[src/rtl/core/slmf_pkg.sv]
// Shared constants, codes and control structs for the stereo meter ballistics.
// Depends on nothing; every other file in rtl/core imports it.
`default_nettype none

package slmf_pkg;

   localparam int LEVEL_BITS_DEF = 12;
   localparam int TIMER_BITS_DEF = 16;

   localparam int LVL_W       = 12;   // width of max_level and of the level inside the fall arithmetic
   localparam int STEP_W      = 7;
   localparam int PERIOD_W    = 16;
   localparam int FRAC_W      = 16;
   localparam int FRAC_BITS   = 14;
   localparam int OP_W        = 2;
   localparam int CSR_IDX_W   = 3;
   localparam int CSR_DATA_W  = 16;

   // level*base_step/100 as (level * base_step*RECIP_K) >> RECIP_SHIFT, exact below 2**20
   localparam int RECIP_SHIFT = 27;
   localparam int STEPK_W     = 28;
   localparam logic [STEPK_W-1:0] RECIP_K = STEPK_W'(((64'd1 << RECIP_SHIFT) + 64'd99) / 64'd100);

   localparam logic [LVL_W-1:0]    MAX_LEVEL_RST  = LVL_W'(100);
   localparam logic [STEP_W-1:0]   BASE_STEP_RST  = STEP_W'(3);
   localparam logic [PERIOD_W-1:0] FALL_MS_RST    = PERIOD_W'(40);
   localparam logic [PERIOD_W-1:0] HOLD_MS_RST    = PERIOD_W'(1000);
   localparam logic                SHOW_PEAK_RST  = 1'b1;
   localparam logic                HAS_RECORD_RST = 1'b0;
   localparam logic                STEREO_RST     = 1'b1;

   typedef enum logic [OP_W-1:0] {
      OP_PLAY = 2'd0,
      OP_REC  = 2'd1,
      OP_TICK = 2'd2
   } op_type;

   typedef enum logic [CSR_IDX_W-1:0] {
      CSR_MAX_LEVEL  = 3'd0,
      CSR_BASE_STEP  = 3'd1,
      CSR_FALL_MS    = 3'd2,
      CSR_HOLD_MS    = 3'd3,
      CSR_SHOW_PEAK  = 3'd4,
      CSR_HAS_RECORD = 3'd5,
      CSR_STEREO     = 3'd6
   } csr_index_type;

   typedef struct packed {
      logic upd_play;
      logic upd_rec;
      logic tick;
      logic timers_on;
      logic show_peak;
   } lane_cmd_type;

   typedef struct packed {
      logic [PERIOD_W-1:0] fall_ms;
      logic [PERIOD_W-1:0] hold_ms;
      logic [STEPK_W-1:0]  step_k;
   } lane_cfg_type;

endpackage

`default_nettype wire

[src/rtl/core/slmf_scale.sv]
// Scales a signed Q2.14 fraction by the full-scale level and clamps it.
// Depends on slmf_pkg.
`default_nettype none

module slmf_scale #(
   parameter int LEVEL_BITS = slmf_pkg::LEVEL_BITS_DEF
) (
   input  wire logic signed [slmf_pkg::FRAC_W-1:0] frac,
   input  wire logic [slmf_pkg::LVL_W-1:0]         full,
   output logic [LEVEL_BITS-1:0]                   level
);
   import slmf_pkg::*;

   localparam int PROD_W = FRAC_W + LVL_W + 1;
   localparam int CMP_W  = (LEVEL_BITS > LVL_W) ? LEVEL_BITS : LVL_W;
   localparam logic [CMP_W-1:0] LMASK = CMP_W'((64'd1 << LEVEL_BITS) - 64'd1);

   logic signed [PROD_W-1:0] prod;
   logic                     pos;
   logic [LVL_W+1:0]         raw;
   logic [LVL_W-1:0]         vf;
   logic [CMP_W-1:0]         vw;

   always_comb begin
      prod = $signed({1'b0, full}) * frac;
      pos  = !prod[PROD_W-1] && (prod != '0);
      raw  = prod[FRAC_BITS +: LVL_W+2];
      if (!pos) begin
         vf = '0;
      end else if (raw > {2'b00, full}) begin
         vf = full;
      end else begin
         vf = raw[LVL_W-1:0];
      end
      vw    = CMP_W'(vf);
      level = (vw > LMASK) ? LEVEL_BITS'(LMASK) : LEVEL_BITS'(vw);
   end

endmodule

`default_nettype wire

[src/rtl/core/slmf_fall.sv]
// One fall step: level - (level*base_step/100 + 1), floored at zero.
// Depends on slmf_pkg.
`default_nettype none

module slmf_fall #(
   parameter int LEVEL_BITS = slmf_pkg::LEVEL_BITS_DEF
) (
   input  wire logic [LEVEL_BITS-1:0]        level,
   input  wire logic [slmf_pkg::STEPK_W-1:0] step_k,
   output logic [LEVEL_BITS-1:0]             level_out
);
   import slmf_pkg::*;

   localparam int PROD_W = LVL_W + STEPK_W;
   localparam int Q_W    = PROD_W - RECIP_SHIFT;

   logic [LVL_W-1:0]  lv;
   logic [PROD_W-1:0] prod;
   logic [Q_W:0]      step;

   always_comb begin
      lv   = LVL_W'(level);
      prod = PROD_W'(lv) * PROD_W'(step_k);
      step = (Q_W+1)'(prod[RECIP_SHIFT +: Q_W]) + (Q_W+1)'(1);
      if (lv == '0 || step >= (Q_W+1)'(lv)) begin
         level_out = '0;
      end else begin
         level_out = LEVEL_BITS'(lv - LVL_W'(step));
      end
   end

endmodule

`default_nettype wire

[src/rtl/core/slmf_lane.sv]
// One meter channel: play/record levels, held peak, fall and peak-hold timers.
// Depends on slmf_pkg and slmf_fall.
`default_nettype none

module slmf_lane #(
   parameter int LEVEL_BITS = slmf_pkg::LEVEL_BITS_DEF,
   parameter int TIMER_BITS = slmf_pkg::TIMER_BITS_DEF
) (
   input  wire logic                   clock,
   input  wire logic                   reset,
   input  wire slmf_pkg::lane_cmd_type cmd,
   input  wire slmf_pkg::lane_cfg_type cfg,
   input  wire logic [LEVEL_BITS-1:0]  level,
   output logic [LEVEL_BITS-1:0]       play_next,
   output logic [LEVEL_BITS-1:0]       rec_next,
   output logic [LEVEL_BITS-1:0]       peak_next,
   output logic                        falling_next
);
   import slmf_pkg::*;

   localparam int CW = (TIMER_BITS + 1 > PERIOD_W) ? TIMER_BITS + 1 : PERIOD_W;

   logic [LEVEL_BITS-1:0] lvl_ff, lvl_in, rec_ff, rec_in, pk_ff, pk_in;
   logic                  fall_run_ff, fall_run_in, hold_run_ff, hold_run_in;
   logic [TIMER_BITS-1:0] fall_cnt_ff, fall_cnt_in, hold_cnt_ff, hold_cnt_in;

   logic [LEVEL_BITS-1:0] fall_lvl, fall_rec;
   logic [TIMER_BITS:0]   fall_nxt, hold_nxt;
   logic [PERIOD_W-1:0]   fall_per, hold_per;
   logic                  fall_hit, hold_hit;

   slmf_fall #(.LEVEL_BITS(LEVEL_BITS)) u_fall_play (
      .level(lvl_ff), .step_k(cfg.step_k), .level_out(fall_lvl)
   );

   slmf_fall #(.LEVEL_BITS(LEVEL_BITS)) u_fall_rec (
      .level(rec_ff), .step_k(cfg.step_k), .level_out(fall_rec)
   );

   always_comb begin
      fall_per = (cfg.fall_ms == '0) ? PERIOD_W'(1) : cfg.fall_ms;
      hold_per = (cfg.hold_ms == '0) ? PERIOD_W'(1) : cfg.hold_ms;
      fall_nxt = (TIMER_BITS+1)'(fall_cnt_ff) + (TIMER_BITS+1)'(1);
      hold_nxt = (TIMER_BITS+1)'(hold_cnt_ff) + (TIMER_BITS+1)'(1);
      fall_hit = fall_run_ff && (CW'(fall_nxt) >= CW'(fall_per) || fall_cnt_ff == '1);
      hold_hit = hold_run_ff && (CW'(hold_nxt) >= CW'(hold_per) || hold_cnt_ff == '1);

      lvl_in      = lvl_ff;
      rec_in      = rec_ff;
      pk_in       = pk_ff;
      fall_run_in = fall_run_ff;
      fall_cnt_in = fall_cnt_ff;
      hold_run_in = hold_run_ff;
      hold_cnt_in = hold_cnt_ff;

      if (cmd.upd_play || cmd.upd_rec) begin
         if (cmd.upd_rec) begin
            rec_in = level;
         end else begin
            lvl_in = level;
         end
         if (level != '0 && cmd.timers_on && !fall_run_ff) begin
            fall_run_in = 1'b1;
            fall_cnt_in = '0;
         end
         if (cmd.upd_play && cmd.show_peak && level >= pk_ff) begin
            pk_in = level;
            if (cmd.timers_on) begin
               hold_run_in = 1'b1;
               hold_cnt_in = '0;
            end
         end
      end else if (cmd.tick && cmd.timers_on) begin
         if (hold_run_ff) begin
            hold_cnt_in = hold_hit ? '0 : hold_nxt[TIMER_BITS-1:0];
         end
         if (hold_hit) begin
            pk_in = '0;
         end
         if (fall_run_ff) begin
            if (fall_hit) begin
               fall_cnt_in = '0;
               lvl_in      = fall_lvl;
               rec_in      = fall_rec;
               if (fall_lvl == '0) begin
                  pk_in = '0;
               end
               if (fall_lvl == '0 && fall_rec == '0) begin
                  fall_run_in = 1'b0;
               end
            end else begin
               fall_cnt_in = fall_nxt[TIMER_BITS-1:0];
            end
         end
      end
   end

   always_ff @(posedge clock) begin
      if (reset) begin
         lvl_ff      <= '0;
         rec_ff      <= '0;
         pk_ff       <= '0;
         fall_run_ff <= 1'b0;
         fall_cnt_ff <= '0;
         hold_run_ff <= 1'b0;
         hold_cnt_ff <= '0;
      end else begin
         lvl_ff      <= lvl_in;
         rec_ff      <= rec_in;
         pk_ff       <= pk_in;
         fall_run_ff <= fall_run_in;
         fall_cnt_ff <= fall_cnt_in;
         hold_run_ff <= hold_run_in;
         hold_cnt_ff <= hold_cnt_in;
      end
   end

   assign play_next    = lvl_in;
   assign rec_next     = rec_in;
   assign peak_next    = pk_in;
   assign falling_next = fall_run_in;

endmodule

`default_nettype wire

[src/rtl/core/stereo_level_meter_fall_peak_hold_unit.sv]
// Top level of the stereo meter ballistics: registers, scaling, two lanes, result register.
// Depends on slmf_pkg, slmf_scale and slmf_lane.
//
//   port group  direction  carries
//   req_*       in         one item: op, left_level, right_level
//   rsp_*       out        one item per request: levels, held peaks, fall flags
//   csr_*       in         register writes: index and data
//
// Each item is taken on a req handshake and its result sits in the output register the cycle
// after; a new item may be taken every cycle while that register is empty or being drained.
// The result is held in the single result register behind the two lane updates.
// Reset clears levels, peaks and timers and loads register defaults. csr_ready is always high.
`default_nettype none

module stereo_level_meter_fall_peak_hold_unit #(
   parameter int LEVEL_BITS = slmf_pkg::LEVEL_BITS_DEF,
   parameter int TIMER_BITS = slmf_pkg::TIMER_BITS_DEF
) (
   input  wire logic                               clock,
   input  wire logic                               reset,

   input  wire logic                               req_valid,
   output logic                                    req_ready,
   input  wire logic [slmf_pkg::OP_W-1:0]          req_op,
   input  wire logic signed [slmf_pkg::FRAC_W-1:0] req_left_level,
   input  wire logic signed [slmf_pkg::FRAC_W-1:0] req_right_level,

   output logic                                    rsp_valid,
   input  wire logic                               rsp_ready,
   output logic [LEVEL_BITS-1:0]                   rsp_play_left,
   output logic [LEVEL_BITS-1:0]                   rsp_play_right,
   output logic [LEVEL_BITS-1:0]                   rsp_rec_left,
   output logic [LEVEL_BITS-1:0]                   rsp_rec_right,
   output logic [LEVEL_BITS-1:0]                   rsp_held_left,
   output logic [LEVEL_BITS-1:0]                   rsp_held_right,
   output logic                                    rsp_falling_left,
   output logic                                    rsp_falling_right,

   input  wire logic                               csr_valid,
   output logic                                    csr_ready,
   input  wire logic [slmf_pkg::CSR_IDX_W-1:0]     csr_index,
   input  wire logic [slmf_pkg::CSR_DATA_W-1:0]    csr_data
);
   import slmf_pkg::*;

   logic [LVL_W-1:0]    max_level_ff;
   logic [STEPK_W-1:0]  step_k_ff;
   logic [PERIOD_W-1:0] fall_ms_ff, hold_ms_ff;
   logic                show_peak_ff, has_record_ff, stereo_ff;

   logic                rsp_valid_ff, rsp_valid_in;
   logic [LEVEL_BITS-1:0] play_l_ff, play_r_ff, rec_l_ff, rec_r_ff, held_l_ff, held_r_ff;
   logic                fall_l_ff, fall_r_ff;

   logic                accept;
   logic [LEVEL_BITS-1:0] lvl_l, lvl_r;
   logic [LEVEL_BITS-1:0] play_l_in, play_r_in, rec_l_in, rec_r_in, held_l_in, held_r_in;
   logic                fall_l_in, fall_r_in;
   lane_cmd_type        cmd_l, cmd_r;
   lane_cfg_type        cfg;

   assign csr_ready = 1'b1;
   assign req_ready = !rsp_valid_ff || rsp_ready;
   assign accept    = req_valid && req_ready;

   always_ff @(posedge clock) begin
      if (reset) begin
         max_level_ff  <= MAX_LEVEL_RST;
         step_k_ff     <= STEPK_W'(BASE_STEP_RST) * RECIP_K;
         fall_ms_ff    <= FALL_MS_RST;
         hold_ms_ff    <= HOLD_MS_RST;
         show_peak_ff  <= SHOW_PEAK_RST;
         has_record_ff <= HAS_RECORD_RST;
         stereo_ff     <= STEREO_RST;
      end else if (csr_valid) begin
         case (csr_index)
            CSR_MAX_LEVEL:  max_level_ff  <= csr_data[LVL_W-1:0];
            CSR_BASE_STEP:  step_k_ff     <= STEPK_W'(csr_data[STEP_W-1:0]) * RECIP_K;
            CSR_FALL_MS:    fall_ms_ff    <= csr_data[PERIOD_W-1:0];
            CSR_HOLD_MS:    hold_ms_ff    <= csr_data[PERIOD_W-1:0];
            CSR_SHOW_PEAK:  show_peak_ff  <= csr_data[0];
            CSR_HAS_RECORD: has_record_ff <= csr_data[0];
            CSR_STEREO:     stereo_ff     <= csr_data[0];
            default: ;
         endcase
      end
   end

   slmf_scale #(.LEVEL_BITS(LEVEL_BITS)) u_scale_l (
      .frac(req_left_level), .full(max_level_ff), .level(lvl_l)
   );

   slmf_scale #(.LEVEL_BITS(LEVEL_BITS)) u_scale_r (
      .frac(req_right_level), .full(max_level_ff), .level(lvl_r)
   );

   always_comb begin
      cmd_l.upd_play  = accept && (req_op == OP_PLAY);
      cmd_l.upd_rec   = accept && (req_op == OP_REC) && has_record_ff;
      cmd_l.tick      = accept && (req_op == OP_TICK);
      cmd_l.timers_on = 1'b1;
      cmd_l.show_peak = show_peak_ff;
      cmd_r           = cmd_l;
      cmd_r.timers_on = stereo_ff;
      cfg.fall_ms     = fall_ms_ff;
      cfg.hold_ms     = hold_ms_ff;
      cfg.step_k      = step_k_ff;
   end

   slmf_lane #(.LEVEL_BITS(LEVEL_BITS), .TIMER_BITS(TIMER_BITS)) u_lane_l (
      .clock(clock), .reset(reset), .cmd(cmd_l), .cfg(cfg), .level(lvl_l),
      .play_next(play_l_in), .rec_next(rec_l_in), .peak_next(held_l_in),
      .falling_next(fall_l_in)
   );

   slmf_lane #(.LEVEL_BITS(LEVEL_BITS), .TIMER_BITS(TIMER_BITS)) u_lane_r (
      .clock(clock), .reset(reset), .cmd(cmd_r), .cfg(cfg), .level(lvl_r),
      .play_next(play_r_in), .rec_next(rec_r_in), .peak_next(held_r_in),
      .falling_next(fall_r_in)
   );

   always_comb begin
      rsp_valid_in = rsp_valid_ff;
      if (accept) begin
         rsp_valid_in = 1'b1;
      end else if (rsp_ready) begin
         rsp_valid_in = 1'b0;
      end
   end

   always_ff @(posedge clock) begin
      if (reset) begin
         rsp_valid_ff <= 1'b0;
      end else begin
         rsp_valid_ff <= rsp_valid_in;
      end
   end

   // merge both lanes into the result register
   always_ff @(posedge clock) begin
      if (accept) begin
         play_l_ff <= play_l_in;
         play_r_ff <= play_r_in;
         rec_l_ff  <= rec_l_in;
         rec_r_ff  <= rec_r_in;
         held_l_ff <= held_l_in;
         held_r_ff <= held_r_in;
         fall_l_ff <= fall_l_in;
         fall_r_ff <= fall_r_in;
      end
   end

   assign rsp_valid         = rsp_valid_ff;
   assign rsp_play_left     = play_l_ff;
   assign rsp_play_right    = play_r_ff;
   assign rsp_rec_left      = rec_l_ff;
   assign rsp_rec_right     = rec_r_ff;
   assign rsp_held_left     = held_l_ff;
   assign rsp_held_right    = held_r_ff;
   assign rsp_falling_left  = fall_l_ff;
   assign rsp_falling_right = fall_r_ff;

endmodule

`default_nettype wire
[config.mk]
export PLATFORM = sky130hd
export DESIGN_NAME = stereo_level_meter_fall_peak_hold_unit
export DESIGN_NICKNAME = d
export VERILOG_FILES = /design/src/rtl/core/slmf_pkg.sv /design/src/rtl/core/slmf_scale.sv /design/src/rtl/core/slmf_fall.sv /design/src/rtl/core/slmf_lane.sv /design/src/rtl/core/stereo_level_meter_fall_peak_hold_unit.sv
export SDC_FILE = /design/constraint.sdc
export NUM_CORES = 2
export LEC_CHECK = 0
export BUFFER_PORTS_ARGS = -buffer_cell sky130_fd_sc_hd__buf_2
export CAP_MARGIN = 10
export CORE_MARGIN = 2
export CORE_UTILIZATION = 50
export CTS_CLUSTER_SIZE = 14
export DETAILED_ROUTE_END_ITERATION = 12
export PLACE_DENSITY_LB_ADDON = 0.08
export SYNTH_ARGS = -nofsm -noshare
export SYNTH_HDL_FRONTEND = slang
export SYNTH_SLANG_ARGS = --single-unit
[constraint.sdc]
create_clock -name clock -period 11.5 [get_ports clock]
set_clock_uncertainty 0.05 [all_clocks]
set_input_delay 0.575 -clock clock [delete_from_list [all_inputs] [get_ports clock]]
set_output_delay 0.575 -clock clock [all_outputs]
set_load 0.02 [all_outputs]
=== Yosys cells after proc, flatten, opt, wreduce, memory -nomap -nowiden ===
Cells that the tools add are included.

* Register bits after elaboration: 289
* Bits of input ports: 58
* Output and inout port bits: 77
* Logic and storage cells: 232

* Add/sub/neg operators: 12
* $mul: 7
* Magnitude comparators: 14
* Equal/unequal tests: 17
* Mux-type cells: 81
* Reductions and logical operators: 71

{| class="wikitable"
|+ Operators with widths
! operator !! number
|-
| $mux 12 || 44
|-
| $mux 16 || 23
|-
| $mul 12x27->39 || 4
|-
| $logic_not 12->1 || 8
|-
| $add 16x1->17 const B || 4
|-
| $ge 17x16->1 || 4
|-
| $eq 16x16->1 const B || 4
|-
| $mul 13x16->29 || 2
|-
| $reduce_bool 29->1 || 2
|-
| $add 13x1->14 const B || 4
|-
| $ge 14x12->1 || 4
|-
| $sub 12x12->12 || 4
|-
| $logic_not 16->1 || 2
|-
| $gt 14x12->1 || 2
|-
| $mul 7x20->27 const B || 1
|-
| $ge 12x12->1 || 2
|-
| $gt 12x12->1 const B || 2
|-
| $reduce_bool 12->1 || 2
|-
| $logic_and 1x1->1 || 20
|-
| $reduce_and 2->1 || 8
|-
| $mux 1 || 14
|-
| $reduce_bool 2->1 || 7
|-
| $reduce_and 3->1 || 4
|-
| $logic_or 1x1->1 || 10
|-
| other kinds (11) || 21
|}

=== Longest topological paths before layout ===
* Depth after elaboration: 12
* Mapped depth: 48
* Gate-level depth less buffers: 43

=== Cells and area by module ===
From an unflattened synthesis, not the netlist that was laid out.

* Cell total of the unflattened synthesis: 9,524
* Area total of the unflattened synthesis: 80,103.1 um2

{| class="wikitable"
|+ Modules (own cells, without submodules)
! module !! instances !! cells an instance !! area an instance (um2) !! seq. area each (um2)
|-
| slmf_fall (u_lane_l.u_fall_play ...) || 2 || 1,424 || 11,603.6 || 0.0
|-
| slmf_fall (u_lane_r.u_fall_rec) || 1 || 1,431 || 11,727.5 || 0.0
|-
| slmf_fall (u_lane_r.u_fall_play) || 1 || 1,428 || 11,603.6 || 0.0
|-
| slmf_lane || 2 || 613 || 5,058.6 || 1,401.3
|-
| slmf_scale (u_scale_r) || 1 || 957 || 8,111.5 || 0.0
|-
| slmf_scale (u_scale_l) || 1 || 968 || 8,067.7 || 0.0
|-
| stereo_level_meter_fall_peak_hold_unit || 1 || 666 || 7,268.2 || 3,723.6
|}

=== Worst setup path before layout ===
Ideal clock, no wire load.

* Path kind: input-to-reg
* Start point: input req_right_level[15] (netlist name)
* End point: register held_r_ff[4], in the netlist rsp_held_right[4] (data pin)
* Setup time: 0.131 ns
* Arrival: 9.703 ns
* Required time: 11.319 ns
* Path slack: 1.615 ns
* Cell stages on the path: 41
* Path buffers: 3
* Cells stage by stage: clkbuf_1 > nand2_1 > fa_1 > fa_1 > inv_1 > fa_1 > fa_1 > inv_1 > fa_1 > inv_1 > ha_1 > a21o_1 > a21o_1 > a21o_1 > a221o_1 > a21oi_1 > xnor2_1 > ha_1 > (+5 left out) > buf_6 > mux2i_1 > nor2_1 > inv_1 > ha_1 > nand2b_1 > a21o_1 > a21o_1 > a21o_1 > a21o_1 > a21oi_1 > o21ai_0 > a41o_1 > o31a_1 > or3_1 > a21oi_1 > buf_2 > a22o_1

* Longest elaborated chain between the ends: 10
* Elaborated cells between the ends (all ways): 13
* Classes of those cells: mul (1); order compare (3); mux (5); reduce/logical (4)

{| class="wikitable"
|+ Ends and longest elaborated chain
! element !! RTL line !! text
|-
| from (decl) || stereo_level_meter_fall_peak_hold_unit.sv:26 || <nowiki>input wire logic signed [slmf_pkg::FRAC_W-1:0] req_right_level,</nowiki>
|-
| $mul 13x16->29 (*) || slmf_scale.sv:25 || <nowiki>prod = $signed({1'b0, full}) * frac;</nowiki>
|-
| $gt 14x12->1 (tied with other cells) || slmf_scale.sv:30 || <nowiki>end else if (raw > {2'b00, full}) begin</nowiki>
|-
| $mux 12 or $logic_and 1x1->1 (tied branches) || slmf_scale.sv:30, slmf_scale.sv:26 ||
|-
| $mux 12 (*) || slmf_scale.sv:28 || <nowiki>if (!pos) begin</nowiki>
|-
| $gt 12x12->1 || slmf_scale.sv:36 || <nowiki>level = (vw > LMASK) ? LEVEL_BITS'(LMASK) : LEVEL_BITS'(vw);</nowiki>
|-
| $mux 12 (*) || slmf_scale.sv:36 ||
|-
| $ge 12x12->1 || slmf_lane.sv:66 || <nowiki>if (cmd.upd_play && cmd.show_peak && level >= pk_ff) begin</nowiki>
|-
| $logic_and 1x1->1 || slmf_lane.sv:66 ||
|-
| $mux 12 (*) || slmf_lane.sv:66 ||
|-
| $mux 12 (*) || slmf_lane.sv:56 || <nowiki>if (cmd.upd_play || cmd.upd_rec) begin</nowiki>
|-
| named net held_r_in[4] || stereo_level_meter_fall_peak_hold_unit.sv:57 || <nowiki>logic [LEVEL_BITS-1:0] play_l_in, play_r_in, rec_l_in, rec_r_in, held_l_in, held_r_in;</nowiki>
|-
| to (signal assigned) || stereo_level_meter_fall_peak_hold_unit.sv:147 || <nowiki>held_r_ff <= held_r_in;</nowiki>
|-
| to (decl) || stereo_level_meter_fall_peak_hold_unit.sv:52 || <nowiki>logic [LEVEL_BITS-1:0] play_l_ff, play_r_ff, rec_l_ff, rec_r_ff, held_l_ff, held_r_ff;</nowiki>
|}

Mark *: on every way through the listed nets, which the timed path passes. The rest lies on a longest branch.
A chain may end at the register's enable or synchronous reset.

=== Worst setup path after layout ===
* Start point: register step_k_ff[8]
* End point: register held_r_ff[1], in the netlist rsp_held_right[1] (data pin)

* Longest elaborated chain between the ends: 11
* Elaborated cells between the ends (all ways): 12
* Classes of those cells: add/sub (2); mul (1); order compare (1); mux (6); reduce/logical (2)

{| class="wikitable"
|+ Ends and longest elaborated chain
! element !! RTL line !! text
|-
| from (decl) || stereo_level_meter_fall_peak_hold_unit.sv:47 || <nowiki>logic [STEPK_W-1:0] step_k_ff;</nowiki>
|-
| from (signal assigned) || stereo_level_meter_fall_peak_hold_unit.sv:69 || <nowiki>step_k_ff <= STEPK_W'(BASE_STEP_RST) * RECIP_K;</nowiki>
|-
| from (signal assigned) || stereo_level_meter_fall_peak_hold_unit.sv:78 || <nowiki>CSR_BASE_STEP: step_k_ff <= STEPK_W'(csr_data[STEP_W-1:0]) * RECIP_K;</nowiki>
|-
| $mul 12x27->39 (*) || slmf_fall.sv:23 || <nowiki>prod = PROD_W'(lv) * PROD_W'(step_k);</nowiki>
|-
| $add 13x1->14 (*) || slmf_fall.sv:24 || <nowiki>step = (Q_W+1)'(prod[RECIP_SHIFT +: Q_W]) + (Q_W+1)'(1);</nowiki>
|-
| $ge 14x12->1 || slmf_fall.sv:25 || <nowiki>if (lv == '0 || step >= (Q_W+1)'(lv)) begin</nowiki>
|-
| $logic_or 1x1->1 || slmf_fall.sv:25 ||
|-
| $mux 12 (*) || slmf_fall.sv:25 ||
|-
| $logic_not 12->1 (*) || slmf_lane.sv:85 || <nowiki>if (fall_lvl == '0) begin</nowiki>
|-
| $mux 12 (*) || slmf_lane.sv:85 ||
|-
| $mux 12 (*) || slmf_lane.sv:81 || <nowiki>if (fall_hit) begin</nowiki>
|-
| $mux 12 (*) || slmf_lane.sv:80 || <nowiki>if (fall_run_ff) begin</nowiki>
|-
| $mux 12 (*) || slmf_lane.sv:73 || <nowiki>end else if (cmd.tick && cmd.timers_on) begin</nowiki>
|-
| $mux 12 (*) || slmf_lane.sv:56 ||
|-
| named net held_r_in[1] || stereo_level_meter_fall_peak_hold_unit.sv:57 ||
|}

Marks and branches as above.

==> impl_metrics.json <==
{
  "status": "completed",
  "cpPeakStageDelay_ns": 0.89,
  "grt_pass1_wl_mm": 349,
  "synth_area_leaders": "fa_1, ha_1, inv_1",
  "seqPwrFrac": 0.153,
  "r2r_cells": 32,
  "switchingPower_mw": 4.28,
  "syn_area_sq_mm": 0.0746,
  "critPathKind": "reg2reg",
  "dpl.hpwl_mm": 171,
  "max-vdd-ir-drop_mv": 0.147,
  "worstHoldPathCells": 3,
  "synth_area_leader_cell": "fa_1",
  "yosysWarningCount": 0,
  "synth-main-ff-cell": "dfxtp_1",
  "slew-limit-headroom": 0.175,
  "rsz0062_at_grt": "no",
  "clkPwrFrac": 0.158,
  "ys_types": 106,
  "p_comb_frac": 0.689,
  "yosysSeqAreaShare": 0.0875,
  "synth_common_cells": "inv_1, nand2_1, fa_1",
  "viasPerCell": 5.51,
  "cts_max_level": 2,
  "pwr_density_cell_mw_per_mm2": 106,
  "layout.nets": 10834,
  "syn_to_final_growth_pct": 5.59,
  "synth_nets": 10936,
  "initial_utilization": 0.504,
  "dieArea_sq_mm": 0.152,
  "critPathMaxFanout": 28,
  "power_mw": 8.36,
  "row_count": 141,
  "antenna_found_initial": 6,
  "wl_per_cell_um": 20.2,
  "synth.avg_cell_area_sq_um": 8.48,
  "clk_pin_slew_worst_paths_ns": 0.06,
  "root_buffer": "clkbuf_16",
  "finalSetupTns_ns": 0,
  "postSynthCellCount": 8795,
  "ant_nets": 0,
  "grt_max_degree": 66,
  "async_flop_share": 0,
  "post-route-util": 0.533,
  "cap_violations": 0,
  "grt_overflow": 0,
  "core_sq_mm": 0.148,
  "yosysMostFrequentCell": "inv_1",
  "die_h_um": 390,
  "drc": 0,
  "grt.total_usage": 0.292,
  "crit_required_ns": 11.80,
  "cts_tree": "built",
  "ios": 135,
  "cts_sinks": 289,
  "die_x_um": 390,
  "hold_viol": 0,
  "startpoint_type": "flip-flop",
  "power.leakage_nw": 38.5,
  "arrival_ns": 11.35,
  "slowest_stage": "dfxtp_2",
  "wl_mm": 216,
  "cpMostUsedCell": "fa_1",
  "setup_viol": 0,
  "first_global_vias": 62056,
  "min_path_type": "in2reg",
  "synth_edf_count": 74,
  "p_sw_frac": 0.512,
  "maxSlewViolCount": 0,
  "synth-seq-cells": 289,
  "place.gp.congestion": 0.947,
  "power.internal_mw": 4.08,
  "end_kind": "flip-flop",
  "io_buffers": 133,
  "yosysTopAreaCellShare": 0.371,
  "fmax_mhz": 90.6,
  "worstMarginPinSlew_ns": 1.24,
  "vias": 58699,
  "drive_gt1_frac": 0.0563,
  "cts_buffers": 37,
  "cts_buffer_depth": 3,
  "drt_iter0_markers": 3647,
  "final.period_utilization": 0.960,
  "drtPass1Iterations": 6,
  "fin_crit_ns": 11.04,
  "clk_latency_ns": 0.61
}
-- per-layer routing --
metal | vias up | GRT usage | part of all wire
met5 | - | 0 | 0
met4 | 0 | 0.0802 | 0.030
met3 | 287 | 0.0411 | 0.064
met2 | 1662 | 0.492 | 0.47
met1 | 29889 | 0.392 | 0.43
li1 | 26861 | - | -
-- power groups by stage --
stage	combinational [mW]	sequential, mW	clock (mW)
global route	6.44	1.28	1.37
detailed placement	5.68	1.29	0
finish	5.76	1.28	1.32
floorplan	4.08	1.21	0
global placement	5.62	1.30	0
CTS	5.73	1.27	1.34
-- sequential cells by signal (all words and copies together), names as in the netlist, 16 cells and up --
| signal | cells |
|---|---|
| u_lane_l.hold_cnt_ff | 16 |
| u_lane_r.hold_cnt_ff | 16 |
| u_lane_l.fall_cnt_ff | 16 |
| u_lane_r.fall_cnt_ff | 16 |
| fall_ms_ff | 16 |
| hold_ms_ff | 16 |
| step_k_ff | 27 |
-- kinds of logic (layout without fill, tap and decap cells) --
group | Yosys count | count (layout) | share of synthesized area
xor gates and xnor gates | 238 | 238 | 0.0279
buffers and inverters | 2335 | 2262 | 0.118
muxes | 33 | 33 | 0.00460
and+or+nand+nor | 2815 | 2815 | 0.182
other | 1 | 3 | 0.0000503
AOI/OAI and AO/OA | 1001 | 1001 | 0.0912
adders and majority gates | 2083 | 2083 | 0.488
DFF | 289 | 289 | 0.0875
-- path summary, 6_finish.rpt --
path	slack, ns	endpoint	start
worst min register to register	0.42	hold_ms_ff[0]	hold_ms_ff[0]
worst max-delay path	0.46	rsp_held_right[1]	step_k_ff[8]
worst min-delay path	0.15	rsp_valid	req_valid
worst max register to register	0.46	rsp_held_right[1]	step_k_ff[8]
-- cell type report --
cell class                 count  area (sq um)
clock buffer                  47          1050
sequential                   289          6570
inverter                    1877          7050
antenna                        2          5.00
timing repair buffer         317          2070
fill                       14063         69100
clock inverter                21           305
multi-input combinational   6171         59300
tap                         1930          2410
-- worst max-delay path, delay by kind of cell, from the launching register on --
| kind | cells | cell delay (ns) |
|---|---|---|
| xor+xnor | 4 | 1.11 |
| compound gates | 7 | 2.24 |
| simple gates | 11 | 2.28 |
| buf+inv | 1 | 0.05 |
| fa+ha+maj | 8 | 3.44 |
| mux | 1 | 0.71 |
| flops | 1 | 0.89 |
-- through the flow --
| step | worst slack [ns] | hold WS [ns] | instance area [sq um] | std cells |
|---|---|---|---|---|
| 2_1_floorplan | 1.62 | 0.379 | 74600 | 8795 |
| 3_3_place_gp | 0.406 | 0.394 | 77400 | 10582 |
| 3_5_place_dp | 0.208 | 0.398 | 77400 | 10582 |
| 4_1_cts | 0.215 | 0.130 | 78700 | 10650 |
| 5_1_grt | 0.00962 | 0.157 | 78700 | 10653 |
| 6_report | 0.458 | 0.155 | 78800 | 10654 |
-- timing repair --
| item | 4_1_cts | 5_1_grt |
|---|---|---|
| setup endpoints to repair | 0 | 24 |
| hold buffers | 0 | 0 |
| resized for setup | 0 | 5 |
| setup buffers | 0 | 2 |
-- cell usage in the layout, fill, tap and decap left out, types with 31 or more instances in the layout --
| cell | Yosys | layout |
|---|---|---|
| edfxtp_1 | 74 | 74 |
| o211ai_1 | 41 | 41 |
| and2_1 | 646 | 646 |
| a22o_1 | 66 | 66 |
| ha_1 | 702 | 702 |
| clkbuf_16 | 0 | 39 |
| xnor2_1 | 149 | 149 |
| xor2_1 | 89 | 89 |
| buf_2 | 14 | 132 |
| o21a_1 | 41 | 41 |
| nor3_1 | 73 | 70 |
| nand2_1 | 1384 | 1384 |
| nor4_1 | 43 | 43 |
| a21oi_1 | 266 | 265 |
| nand3_1 | 115 | 115 |
| a211oi_1 | 51 | 50 |
| nand2b_1 | 31 | 31 |
| nor2_1 | 238 | 237 |
| a21o_1 | 106 | 106 |
| buf_4 | 4 | 183 |
| and3_1 | 45 | 45 |
| fa_1 | 1381 | 1381 |
| nand4_1 | 39 | 39 |
| a31oi_1 | 38 | 38 |
| dfxtp_1 | 215 | 184 |
| nor2b_1 | 55 | 55 |
| o21ai_0 | 148 | 147 |
| inv_1 | 1876 | 1875 |
No activity file was read; power rests on OpenSTA's default activity.
